==> config.mk <==
export PLATFORM = sky130hd
export DESIGN_NAME = sweep_coverage_motion_fsm
export DESIGN_NICKNAME = d
export VERILOG_FILES = /design/src/hdl/scm_pkg.sv /design/src/hdl/sweep_coverage_motion_fsm.sv
export SDC_FILE = /design/constraint.sdc
export NUM_CORES = 2
export LEC_CHECK = 0
export BUFFER_PORTS_ARGS = -buffer_cell sky130_fd_sc_hd__buf_2
export CORE_MARGIN = 1
export CORE_UTILIZATION = 55
export CTS_BUF_LIST = sky130_fd_sc_hd__clkbuf_4 sky130_fd_sc_hd__clkbuf_8
export CTS_CLUSTER_SIZE = 24
export DETAILED_ROUTE_END_ITERATION = 12
export PLACE_DENSITY = 0.69
export REMOVE_ABC_BUFFERS = 1
export SLEW_MARGIN = 10
export SYNTH_ARGS = -nofsm -noshare
export SYNTH_HDL_FRONTEND = slang
export SYNTH_SLANG_ARGS = --single-unit
==> constraint.sdc <==
create_clock -name i_clk -period 17.4 [get_ports i_clk]
set_input_delay 0.87 -clock i_clk [delete_from_list [all_inputs] [get_ports i_clk]]
set_output_delay 0.87 -clock i_clk [all_outputs]
set_load 0.02 [all_outputs]
==> src/hdl/scm_pkg.sv <==
`default_nettype none

package scm_pkg;

    // position width, fixed by the sample format
    localparam int unsigned POS_BITS = 24;

    // command codes
    localparam logic [2:0] CMD_NONE  = 3'd0;
    localparam logic [2:0] CMD_STOP  = 3'd1;
    localparam logic [2:0] CMD_RIGHT = 3'd2;
    localparam logic [2:0] CMD_LEFT  = 3'd3;
    localparam logic [2:0] CMD_FWD   = 3'd4;

    // phase codes
    localparam logic [1:0] PH_NONE  = 2'd0;
    localparam logic [1:0] PH_RIGHT = 2'd1;
    localparam logic [1:0] PH_FWD   = 2'd2;
    localparam logic [1:0] PH_LEFT  = 2'd3;

    // register indexes
    localparam logic [1:0] REG_FWD_LEG   = 2'd0;
    localparam logic [1:0] REG_SIDE_LEG  = 2'd1;
    localparam logic [1:0] REG_STEER     = 2'd2;

    // register reset values
    localparam logic [15:0] FWD_LEG_RST  = 16'd500;
    localparam logic [15:0] SIDE_LEG_RST = 16'd10000;

    // input beat
    typedef struct packed {
        logic signed [POS_BITS-1:0] pos_x_mm;
        logic signed [POS_BITS-1:0] pos_y_mm;
        logic                       right_free;
        logic                       left_free;
        logic                       front_free;
    } t_scm_in;

    // result beat
    typedef struct packed {
        logic [2:0] command;
        logic [1:0] phase_now;
    } t_scm_out;

endpackage

`default_nettype wire

==> src/hdl/sweep_coverage_motion_fsm.sv <==
// an accepted input beat is held in the input register, its result in the result register
// throughput: one beat per cycle unless the output stalls; the input register feeds
// the distance test and phase update, which load the result register and the sweep state together
// reset: synchronous active low; leg limits return to 500 mm and 10000 mm, phase to
// right, and the first beat after reset latches the leg start point
`default_nettype none

module sweep_coverage_motion_fsm
    import scm_pkg::*;
(
    input  wire logic        i_clk,
    input  wire logic        i_rst_n,

    input  wire logic        i_in_valid,
    output logic             o_in_stall,
    input  wire t_scm_in     i_in_data,

    output logic             o_out_valid,
    input  wire logic        i_out_stall,
    output t_scm_out         o_out_data,

    input  wire logic        psel,
    input  wire logic        penable,
    input  wire logic        pwrite,
    input  wire logic [3:0]  paddr,
    input  wire logic [31:0] pwdata,
    output logic [31:0]      prdata,
    output logic             pready
);

    // configuration registers
    logic [15:0] r_fwd_leg;
    logic [15:0] r_side_leg;
    logic        r_steer;

    // pipeline registers
    logic        r_in_valid;
    t_scm_in     r_in;
    logic        r_out_valid;
    t_scm_out    r_out;

    // sweep state
    logic [1:0]                 r_phase, n_phase;
    logic [1:0]                 r_prev, n_prev;
    logic [1:0]                 r_last, n_last;
    logic signed [POS_BITS-1:0] r_sx, n_sx;
    logic signed [POS_BITS-1:0] r_sy, n_sy;
    logic                       r_side, n_side;
    logic                       r_started;

    logic        out_ready;
    logic        proc;
    logic        in_ready;
    logic        cfg_wr;
    logic [2:0]  cmd;

    // distance test signals
    logic signed [POS_BITS-1:0] eff_sx, eff_sy;
    logic                       eff_side;
    logic signed [POS_BITS:0]   dx, dy;
    logic [POS_BITS:0]          ax, ay;
    logic                       big;
    logic [31:0]                sq_x, sq_y, lim_sq;
    logic [32:0]                sum_sq;
    logic [15:0]                lim;
    logic                       done;
    logic                       side_go;
    logic                       side_upd;

    // handshake
    assign out_ready  = !r_out_valid || !i_out_stall;
    assign proc       = r_in_valid && out_ready;
    assign in_ready   = !r_in_valid || out_ready;
    assign o_in_stall = !in_ready;
    assign o_out_valid = r_out_valid;
    assign o_out_data  = r_out;

    // configuration port
    assign pready = 1'b1;
    assign cfg_wr = psel && penable && pwrite && pready;

    always_comb begin
        case (paddr[3:2])
            REG_FWD_LEG:  prdata = {16'd0, r_fwd_leg};
            REG_SIDE_LEG: prdata = {16'd0, r_side_leg};
            REG_STEER:    prdata = {31'd0, r_steer};
            default:      prdata = 32'd0;
        endcase
    end

    always_ff @(posedge i_clk) begin
        if (!i_rst_n) begin
            r_fwd_leg  <= FWD_LEG_RST;
            r_side_leg <= SIDE_LEG_RST;
            r_steer    <= 1'b0;
        end else if (cfg_wr) begin
            case (paddr[3:2])
                REG_FWD_LEG:  r_fwd_leg  <= pwdata[15:0];
                REG_SIDE_LEG: r_side_leg <= pwdata[15:0];
                REG_STEER:    r_steer    <= pwdata[0];
                default:      ;
            endcase
        end
    end

    // leg start, the first beat takes the sample itself
    assign eff_sx   = r_started ? r_sx : r_in.pos_x_mm;
    assign eff_sy   = r_started ? r_sy : r_in.pos_y_mm;
    assign eff_side = r_started ? r_side : 1'b0;

    // squared distance against squared limit
    assign dx  = {r_in.pos_x_mm[POS_BITS-1], r_in.pos_x_mm} - {eff_sx[POS_BITS-1], eff_sx};
    assign dy  = {r_in.pos_y_mm[POS_BITS-1], r_in.pos_y_mm} - {eff_sy[POS_BITS-1], eff_sy};
    assign ax  = dx[POS_BITS] ? (~dx + 1'b1) : dx;
    assign ay  = dy[POS_BITS] ? (~dy + 1'b1) : dy;
    assign big = (|ax[POS_BITS:16]) || (|ay[POS_BITS:16]);
    assign sq_x   = ax[15:0] * ax[15:0];
    assign sq_y   = ay[15:0] * ay[15:0];
    assign sum_sq = {1'b0, sq_x} + {1'b0, sq_y};
    assign lim    = eff_side ? r_side_leg : r_fwd_leg;
    assign lim_sq = lim * lim;
    assign done   = big || (sum_sq > {1'b0, lim_sq});

    // sideways command once per leg or on every beat
    assign side_go  = !r_steer || (r_last != r_phase);
    assign side_upd = r_steer && (r_last != r_phase);

    // phase update
    always_comb begin
        cmd     = CMD_NONE;
        n_phase = r_phase;
        n_prev  = r_prev;
        n_last  = r_last;
        n_sx    = eff_sx;
        n_sy    = eff_sy;
        n_side  = eff_side;
        case (r_phase)
            PH_RIGHT: begin
                if (r_prev != PH_LEFT) begin
                    if (!r_in.right_free || done) begin
                        cmd    = CMD_STOP;
                        n_sx   = r_in.pos_x_mm;
                        n_sy   = r_in.pos_y_mm;
                        n_prev = PH_RIGHT;
                        if (!r_in.front_free) begin
                            n_phase = PH_LEFT;
                            n_side  = 1'b1;
                        end else begin
                            n_phase = PH_FWD;
                            n_side  = 1'b0;
                        end
                    end else begin
                        cmd = side_go ? CMD_RIGHT : CMD_NONE;
                        if (side_upd) n_last = r_phase;
                    end
                end else begin
                    if (r_in.front_free || !r_in.right_free || done) begin
                        cmd     = CMD_STOP;
                        n_sx    = r_in.pos_x_mm;
                        n_sy    = r_in.pos_y_mm;
                        n_phase = PH_FWD;
                        n_prev  = PH_LEFT;
                        n_side  = 1'b0;
                    end else begin
                        cmd = side_go ? CMD_RIGHT : CMD_NONE;
                        if (side_upd) n_last = r_phase;
                    end
                end
            end
            PH_FWD: begin
                if (r_prev == PH_RIGHT || r_prev == PH_LEFT) begin
                    if (done || !r_in.front_free) begin
                        cmd     = CMD_STOP;
                        n_sx    = r_in.pos_x_mm;
                        n_sy    = r_in.pos_y_mm;
                        n_phase = (r_prev == PH_RIGHT) ? PH_LEFT : PH_RIGHT;
                        n_prev  = PH_FWD;
                        n_side  = 1'b1;
                    end else if (r_last != PH_FWD) begin
                        cmd    = CMD_FWD;
                        n_last = PH_FWD;
                    end
                end else begin
                    cmd = CMD_STOP;
                end
            end
            PH_LEFT: begin
                if (r_prev != PH_RIGHT) begin
                    if (!r_in.left_free || done) begin
                        cmd    = CMD_STOP;
                        n_sx   = r_in.pos_x_mm;
                        n_sy   = r_in.pos_y_mm;
                        n_prev = PH_LEFT;
                        if (!r_in.front_free) begin
                            n_phase = PH_RIGHT;
                            n_side  = 1'b1;
                        end else begin
                            n_phase = PH_FWD;
                            n_side  = 1'b0;
                        end
                    end else begin
                        cmd = side_go ? CMD_LEFT : CMD_NONE;
                        if (side_upd) n_last = r_phase;
                    end
                end else begin
                    if (r_in.front_free || !r_in.left_free || done) begin
                        cmd     = CMD_STOP;
                        n_sx    = r_in.pos_x_mm;
                        n_sy    = r_in.pos_y_mm;
                        n_phase = PH_FWD;
                        n_prev  = PH_RIGHT;
                        n_side  = 1'b0;
                    end else begin
                        cmd = side_go ? CMD_LEFT : CMD_NONE;
                        if (side_upd) n_last = r_phase;
                    end
                end
            end
            default: begin
                cmd = CMD_NONE;
            end
        endcase
    end

    // input register
    always_ff @(posedge i_clk) begin
        if (!i_rst_n) begin
            r_in_valid <= 1'b0;
        end else if (in_ready) begin
            r_in_valid <= i_in_valid;
        end
    end

    always_ff @(posedge i_clk) begin
        if (in_ready && i_in_valid) begin
            r_in <= i_in_data;
        end
    end

    // result register
    always_ff @(posedge i_clk) begin
        if (!i_rst_n) begin
            r_out_valid <= 1'b0;
        end else if (out_ready) begin
            r_out_valid <= proc;
        end
    end

    always_ff @(posedge i_clk) begin
        if (proc) begin
            r_out.command   <= cmd;
            r_out.phase_now <= n_phase;
        end
    end

    // sweep state
    always_ff @(posedge i_clk) begin
        if (!i_rst_n) begin
            r_phase   <= PH_RIGHT;
            r_prev    <= PH_FWD;
            r_last    <= PH_NONE;
            r_sx      <= '0;
            r_sy      <= '0;
            r_side    <= 1'b0;
            r_started <= 1'b0;
        end else if (proc) begin
            r_phase   <= n_phase;
            r_prev    <= n_prev;
            r_last    <= n_last;
            r_sx      <= n_sx;
            r_sy      <= n_sy;
            r_side    <= n_side;
            r_started <= 1'b1;
        end
    end

endmodule

`default_nettype wire
Word level (Yosys, flattened, before mapping)
Index checks and enable logic that the tools add are counted.
Operators by class
  add/subtract/negate cells: 5
  multipliers: 3
  order comparisons: 1
  equality and inequality tests: 23
  mux-type cells: 79
  bitwise logic cells: 2
  reduce and logical (&&, ||, !) cells: 35
Operators by type and width (number)
  24-bit two-way mux: 18
  24-bit one-hot mux with 3 select lines: 2
  16-bit by 16-bit multiplier with 32-bit output: 3
  2-bit two-way mux: 34
  25-bit by 1-bit adder with 25-bit output, second input constant: 2
  25-bit two-way mux: 2
  25-bit NOT: 2
  24-bit by 24-bit subtractor with 25-bit output: 2
  16-bit one-hot mux with 3 select lines: 1
  32-bit by 32-bit adder with 33-bit output: 1
  33-bit by 32-bit greater-than comparator with 1-bit output: 1
  3-bit inequality test, second input constant: 8
  2-bit one-hot mux with 3 select lines: 3
  9-bit OR reduction: 2
  16-bit two-way mux: 1
  3-bit two-way mux: 5
  1-bit logical OR: 13
  2-bit inequality test, second input constant: 6
  1-bit two-way mux: 11
  3-bit one-hot mux with 3 select lines: 1
  9-bit AND reduction: 1
  2-bit equality test, second input constant: 4
  1-bit zero test: 8
  8-bit AND reduction: 1
  other kinds (8): 16
Word-level totals
  register bits: 147
  input port bits: 94
  output and inout port bits: 40
  logic and storage cells: 167

Logic depth before layout (Yosys ltp)
  word-level depth: 13
  mapped depth: 65
  gate-level depth less buffers: 59

Least setup slack after synthesis
OpenSTA, ideal clock, no wires.
  path type: reg2reg
  start point: register r_started
  end point: register r_sx[15]
  setup time: 0.122 ns
  arrival time: 14.602 ns
  data required time: 17.278 ns
  path slack: 2.677 ns
  cell stages (with the launch flop): 62
  path buffers: 6
  clock period less this slack: 14.723 ns
  path through: dfxtp_1 -> clkbuf_1 -> buf_1 -> clkbuf_1 -> nand2_1 -> nand2_1 -> ha_1 -> inv_1 -> fa_1 -> a211oi_2 -> o21bai_1 -> a211o_1 -> a311o_1 -> a2111o_1 -> or4b_1 -> clkbuf_1 -> nor2_1 -> nor2_1 -> [26 not listed] -> ha_1 -> a21o_1 -> a21o_1 -> a21oi_1 -> nor2b_1 -> nand4_1 -> a221o_1 -> a221o_1 -> a2111oi_0 -> o2111ai_1 -> nor4_4 -> nand2_2 -> nor4_1 -> a21o_1 -> a21bo_1 -> buf_6 -> buf_6 -> a221o_1
On the way
  longest elaborated chain between the ends: 13
  elaborated cells between the ends (all ways): 35
  those cells by class: 5 x add/sub; 3 x mul; 1 x order compare; 15 x mux; 2 x bitwise; 9 x reduce/logical
Ends and longest elaborated chain
  from (decl): RTL line sweep_coverage_motion_fsm.sv:49  | logic r_started;
  from (signal assigned): RTL line sweep_coverage_motion_fsm.sv:265  | r_started <= 1'b0;
  from (signal assigned): RTL line sweep_coverage_motion_fsm.sv:273  | r_started <= 1'b1;
  24-bit two-way mux, on equally long branches: RTL line sweep_coverage_motion_fsm.sv:107, sweep_coverage_motion_fsm.sv:108
  24-bit by 24-bit subtractor with 25-bit output, on equally long branches: RTL line sweep_coverage_motion_fsm.sv:112, sweep_coverage_motion_fsm.sv:113
  25-bit NOT, on equally long branches: RTL line sweep_coverage_motion_fsm.sv:114, sweep_coverage_motion_fsm.sv:115
  25-bit by 1-bit adder with 25-bit output, on equally long branches: RTL line sweep_coverage_motion_fsm.sv:114, sweep_coverage_motion_fsm.sv:115
  25-bit two-way mux, on equally long branches: RTL line sweep_coverage_motion_fsm.sv:114, sweep_coverage_motion_fsm.sv:115
  16-bit by 16-bit multiplier with 32-bit output, on equally long branches: RTL line sweep_coverage_motion_fsm.sv:117, sweep_coverage_motion_fsm.sv:118
  32-bit by 32-bit adder with 33-bit output: RTL line sweep_coverage_motion_fsm.sv:119  | assign sum_sq = {1'b0, sq_x} + {1'b0, sq_y};
  33-bit by 32-bit greater-than comparator with 1-bit output: RTL line sweep_coverage_motion_fsm.sv:122  | assign done = big || (sum_sq > {1'b0, lim_sq});
  1-bit logical OR: RTL line sweep_coverage_motion_fsm.sv:122
  1-bit logical OR, on equally long branches
  24-bit two-way mux, on equally long branches
  24-bit two-way mux, on equally long branches: RTL line sweep_coverage_motion_fsm.sv:188, sweep_coverage_motion_fsm.sv:139, sweep_coverage_motion_fsm.sv:171
  24-bit one-hot mux with 3 select lines *: RTL line sweep_coverage_motion_fsm.sv:137  | case (r_phase)
  to (signal assigned): RTL line sweep_coverage_motion_fsm.sv:270  | r_sx <= n_sx;
  to (decl): RTL line sweep_coverage_motion_fsm.sv:46  | logic signed [POS_BITS-1:0] r_sx, n_sx;
Mark *: on every way between the ends. The rest lies on a longest branch, timed or not.
A chain may end at the register's enable or synchronous reset.

Worst setup path after layout
  start point: register r_started
  end point: register r_sy[21]
On the way
  longest elaborated chain between the ends: 13
  elaborated cells between the ends (all ways): 35
  those cells by class: 5 x add/sub; 3 x mul; 1 x order compare; 15 x mux; 2 x bitwise; 9 x reduce/logical
Ends and longest elaborated chain
  24-bit two-way mux, on equally long branches: RTL line sweep_coverage_motion_fsm.sv:107, sweep_coverage_motion_fsm.sv:108
  24-bit by 24-bit subtractor with 25-bit output, on equally long branches: RTL line sweep_coverage_motion_fsm.sv:112, sweep_coverage_motion_fsm.sv:113
  25-bit NOT, on equally long branches: RTL line sweep_coverage_motion_fsm.sv:114, sweep_coverage_motion_fsm.sv:115
  25-bit by 1-bit adder with 25-bit output, on equally long branches: RTL line sweep_coverage_motion_fsm.sv:114, sweep_coverage_motion_fsm.sv:115
  25-bit two-way mux, on equally long branches: RTL line sweep_coverage_motion_fsm.sv:114, sweep_coverage_motion_fsm.sv:115
  16-bit by 16-bit multiplier with 32-bit output, on equally long branches: RTL line sweep_coverage_motion_fsm.sv:117, sweep_coverage_motion_fsm.sv:118
  32-bit by 32-bit adder with 33-bit output: RTL line sweep_coverage_motion_fsm.sv:119
  33-bit by 32-bit greater-than comparator with 1-bit output: RTL line sweep_coverage_motion_fsm.sv:122
  1-bit logical OR: RTL line sweep_coverage_motion_fsm.sv:122
  1-bit logical OR, on equally long branches
  24-bit two-way mux, on equally long branches
  24-bit two-way mux, on equally long branches: RTL line sweep_coverage_motion_fsm.sv:188, sweep_coverage_motion_fsm.sv:139, sweep_coverage_motion_fsm.sv:171
  24-bit one-hot mux with 3 select lines *: RTL line sweep_coverage_motion_fsm.sv:137
  to (signal assigned): RTL line sweep_coverage_motion_fsm.sv:271  | r_sy <= n_sy;
  to (decl): RTL line sweep_coverage_motion_fsm.sv:47  | logic signed [POS_BITS-1:0] r_sy, n_sy;
Marked as above.

==> results.rst <==
.. list-table::
   :header-rows: 1

   * - Metric
     - Value
   * - Critical-path cell with the highest stage delay
     - xnor2_1
   * - Final Hold Slack
     - between 400 and 500 ps
   * - Yosys cell types
     - 96
   * - Vias in the first global route
     - 26810
   * - Routability congestion estimate
     - 0.9235
   * - Data required time at the worst endpoint
     - roughly 18000 ps
   * - Ranking of synthesized cells by area
     - fa_1, ha_1, inv_1
   * - Via total after detailed routing
     - ~26000
   * - Flip-flop and latch count after synthesis
     - about 150
   * - Fin crit share
     - around 93%
   * - Worst-case setup slack after placement
     - between 1000 and 1500 ps
   * - Total global-route track usage
     - approximately 26%
   * - Area of combinational cells with multiple inputs
     - roughly 26000 µm²
   * - Dpl cells
     - 4610
   * - 1st-iter DRT viols
     - ~1400
   * - Starting Density
     - between 50% and 60%
   * - Main flop type after synthesis
     - dfxtp_1
   * - Worst Hold Path EP
     - r_fwd_leg[11]$_SDFFE_PN0P_
   * - Mapped cell area
     - approximately 34000 µm²
   * - First-pass GRT wire length
     - 129400 µm
   * - Most area-hungry cell type in the Yosys netlist
     - fa_1
   * - Port bufs
     - between 90 and 100
   * - Post-synth top cells
     - inv_1, fa_1, ha_1
   * - Cell row count
     - 90
   * - Async S/R FF share, synth
     - 0%
   * - Final Net Count
     - ~4900
   * - Setup Buffers After CTS
     - 0
   * - DRC viols
     - 0
   * - Startpoint kind of the worst setup timing path
     - flip-flop
   * - Fraction of layout instances using a drive strength above 1
     - approximately 6.6%
   * - Register cell area after layout
     - approximately 3500 µm²
   * - CTS tree
     - yes
   * - Pin count of the biggest net entering global routing
     - 56
   * - Crit path arrival time
     - around 17000 ps
   * - Max Clock Freq
     - 61.86 MHz
   * - Area share of the leading cell type in the synthesized netlist
     - between 30% and 40%
   * - Result of the run
     - finished, final reports clean
   * - Unrepaired setup endpoints after global routing
     - no
   * - Length of the first detailed-routing pass in iterations
     - 5
   * - Sink count of the clock tree
     - 147
   * - Crit path capture type
     - flip-flop
   * - Area of the core region
     - 60250 µm²
   * - CP max FO
     - 48
   * - Global route total overflow
     - 0
   * - Biggest cell delay along the critical path
     - 960 ps
   * - Skew final
     - roughly 26 ps
   * - Sequential fraction of the synthesis area
     - 10.45%
   * - Cell count after synthesis
     - 3790
   * - Max Transition Viols Final
     - 0
   * - Worst path most repeated cell
     - fa_1
   * - Depth of the worst hold-timing path
     - 2
   * - Critical R2R Launch
     - r_started$_SDFFE_PN0P_
   * - Number of max-cap violations
     - 0
   * - CTS Root Buffer Type
     - clkbuf_8
   * - Number of buffers created by CTS
     - 17
   * - Worst hold path startpoint
     - r_fwd_leg[11]$_SDFFE_PN0P_
   * - Number of flops mapped to enable cells by yosys
     - 56
   * - Setup slack, reg-to-reg
     - 1230 ps
   * - Number of fill cells
     - approximately 5500
   * - Measured slew at the worst slew-check pin
     - roughly 1200 ps
   * - Hold Violations, Final
     - 0
   * - Horizontal extent of the die
     - about 250 µm
   * - DIE AREA
     - around 62000 µm²
   * - Clock period minus worst slack
     - between 15000 and 20000 ps
   * - Mean area per synthesized cell
     - 8.845 µm²
   * - Non-filler instance count after layout
     - about 4600
   * - Later-pin clock latency in the skew report
     - 510 ps
   * - H-tree levels
     - 4
   * - Area growth from synthesis to final layout
     - 5.240%
   * - Clk slew on worst S/H paths
     - 90 ps
   * - Worst max-slew margin expressed relative to the limit
     - around 17%
   * - Post-detailed-route wirelength per cell
     - 16.53 µm
   * - Final number of setup-violating endpoints
     - 0
   * - I/O pin total
     - 134
   * - Number of nets with antenna violations after routing
     - 0
   * - Post-CTS resize count
     - 0
   * - Setup ws final
     - 1234 ps
   * - Die extent in y
     - between 200 and 250 µm
   * - Worst Reg-to-Reg Cells
     - between 50 and 60
   * - Category of the most critical setup path
     - reg2reg
   * - Hold Crit Class
     - reg2reg
   * - Routed via count divided by cell count
     - around 5.6
   * - Total number of yosys warnings
     - 0
   * - Final setup TNS
     - 0 ps
   * - Post-detail-place hpwl
     - 63260 µm
   * - FF-to-FF End
     - r_sy[21]$_SDFFE_PN0P_
   * - Final WL
     - about 77000 µm
   * - Max clock buf depth
     - 2
   * - Most frequently used cell type in the post-synthesis netlist
     - inv_1
   * - Number of antenna violations at the first check in global routing
     - 2
   * - Cts hold-fix bufs
     - 0
==> sequential cells by signal, indices dropped and copies added, names as in the netlist <==
signal       flops
o_out_data       5
o_out_valid      1
r_fwd_leg       16
r_in            51
r_in_valid       1
r_last           2
r_phase          2
r_prev           2
r_side           1
r_side_leg      16
r_started        1
r_steer          1
r_sx            24
r_sy            24
==> per-layer routing <==
layer	routed length, µm	global-route usage, %	part of all wire, %	vias up
met4	2065	8.004	2.7	0
met3	4282	3.960	5.6	116
met5	0	0	0	-
met1	31680	32.05	41	12850
li1	-	-	-	12290
met2	38720	46.14	50	594
==> how the worst max path moves through the flow <==
stage,start,end,slack (ps),depth (start not counted)
after floorplan,r_started$_SDFFE_PN0P_,r_sx[10]$_SDFFE_PN0P_,480,54
after global placement,r_started$_SDFFE_PN0P_,r_sy[8]$_SDFFE_PN0P_,1470,54
after detailed placement,r_started$_SDFFE_PN0P_,r_sy[11]$_SDFFE_PN0P_,1370,54
after CTS,r_started$_SDFFE_PN0P_,r_sy[21]$_SDFFE_PN0P_,1320,54
after global routing,r_started$_SDFFE_PN0P_,r_sy[23]$_SDFFE_PN0P_,230,53
final,r_started$_SDFFE_PN0P_,r_sy[21]$_SDFFE_PN0P_,1230,53
==> layout make-up <==
class,instances,area share [%]
diodes,1,0.007093
clock buffers,22,0.8050
clock inverters,10,0.2873
inverters,832,8.852
multi-input cells,2696,74.71
flip-flops and latches,147,9.934
well taps,782,2.773
repair buffers,153,2.631
==> worst max-delay path, delay by kind of cell (launching register included) <==
| kind | cells | cell delay (ps) |
|---|---|---|
| adders and majority gates | 11 | 5300 |
| buffers and inverters | 7 | 1390 |
| AOI/OAI and AO/OA | 18 | 4140 |
| muxes | 1 | 130 |
| xor gates and xnor gates | 2 | 1040 |
| DFF | 1 | 540 |
| and+or+nand+nor | 14 | 3390 |
==> cells in the final DEF, fill, tap and decap left out, types with 24 or more instances in the layout <==
cell      count
nand2_1     301
a41o_1       46
xnor2_1      76
a21oi_1     105
ha_1        366
nand3_1      57
dfxtp_1      90
nor3_1       42
mux2i_1      78
o21ai_0      67
nor2_1      345
or2_2        24
inv_1       813
edfxtp_1     56
a221o_1      51
a21o_1       41
buf_4        53
nand2b_1     29
nor2b_1      66
xor2_1       57
a21boi_0     30
and3_1       69
fa_1        554
buf_2        98
==> logic make-up (layout without fill, tap and decap cells) <==
| kind of cell | Yosys count | in the layout | synth area share, % |
|---|---|---|---|
| XOR/XNOR | 133 | 133 | 3.475 |
| AND/OR/NAND/NOR | 1030 | 1030 | 14.33 |
| flip-flops | 147 | 147 | 10.45 |
| buffers and inverters | 962 | 1017 | 11.14 |
| multiplexers | 92 | 92 | 2.799 |
| other | 2 | 18 | 0.02240 |
| adder cells (fa/ha/maj) | 920 | 920 | 46.74 |
| AO/OA/AOI/OAI | 504 | 504 | 11.04 |
==> through the flow <==
| step | utilization, % | cell area [µm²] |
|---|---|---|
| floorplan | - | 32970 |
| global placement | 57.92 | 34890 |
| detailed placement | 57.92 | 34890 |
| CTS | 58.56 | 35280 |
| global route | 58.56 | 35280 |
| finish | 58.56 | 35280 |
Power is left out: the tool's default activity adds up to more than one toggle a clock period on the data nets, which glitch-free logic cannot reach.
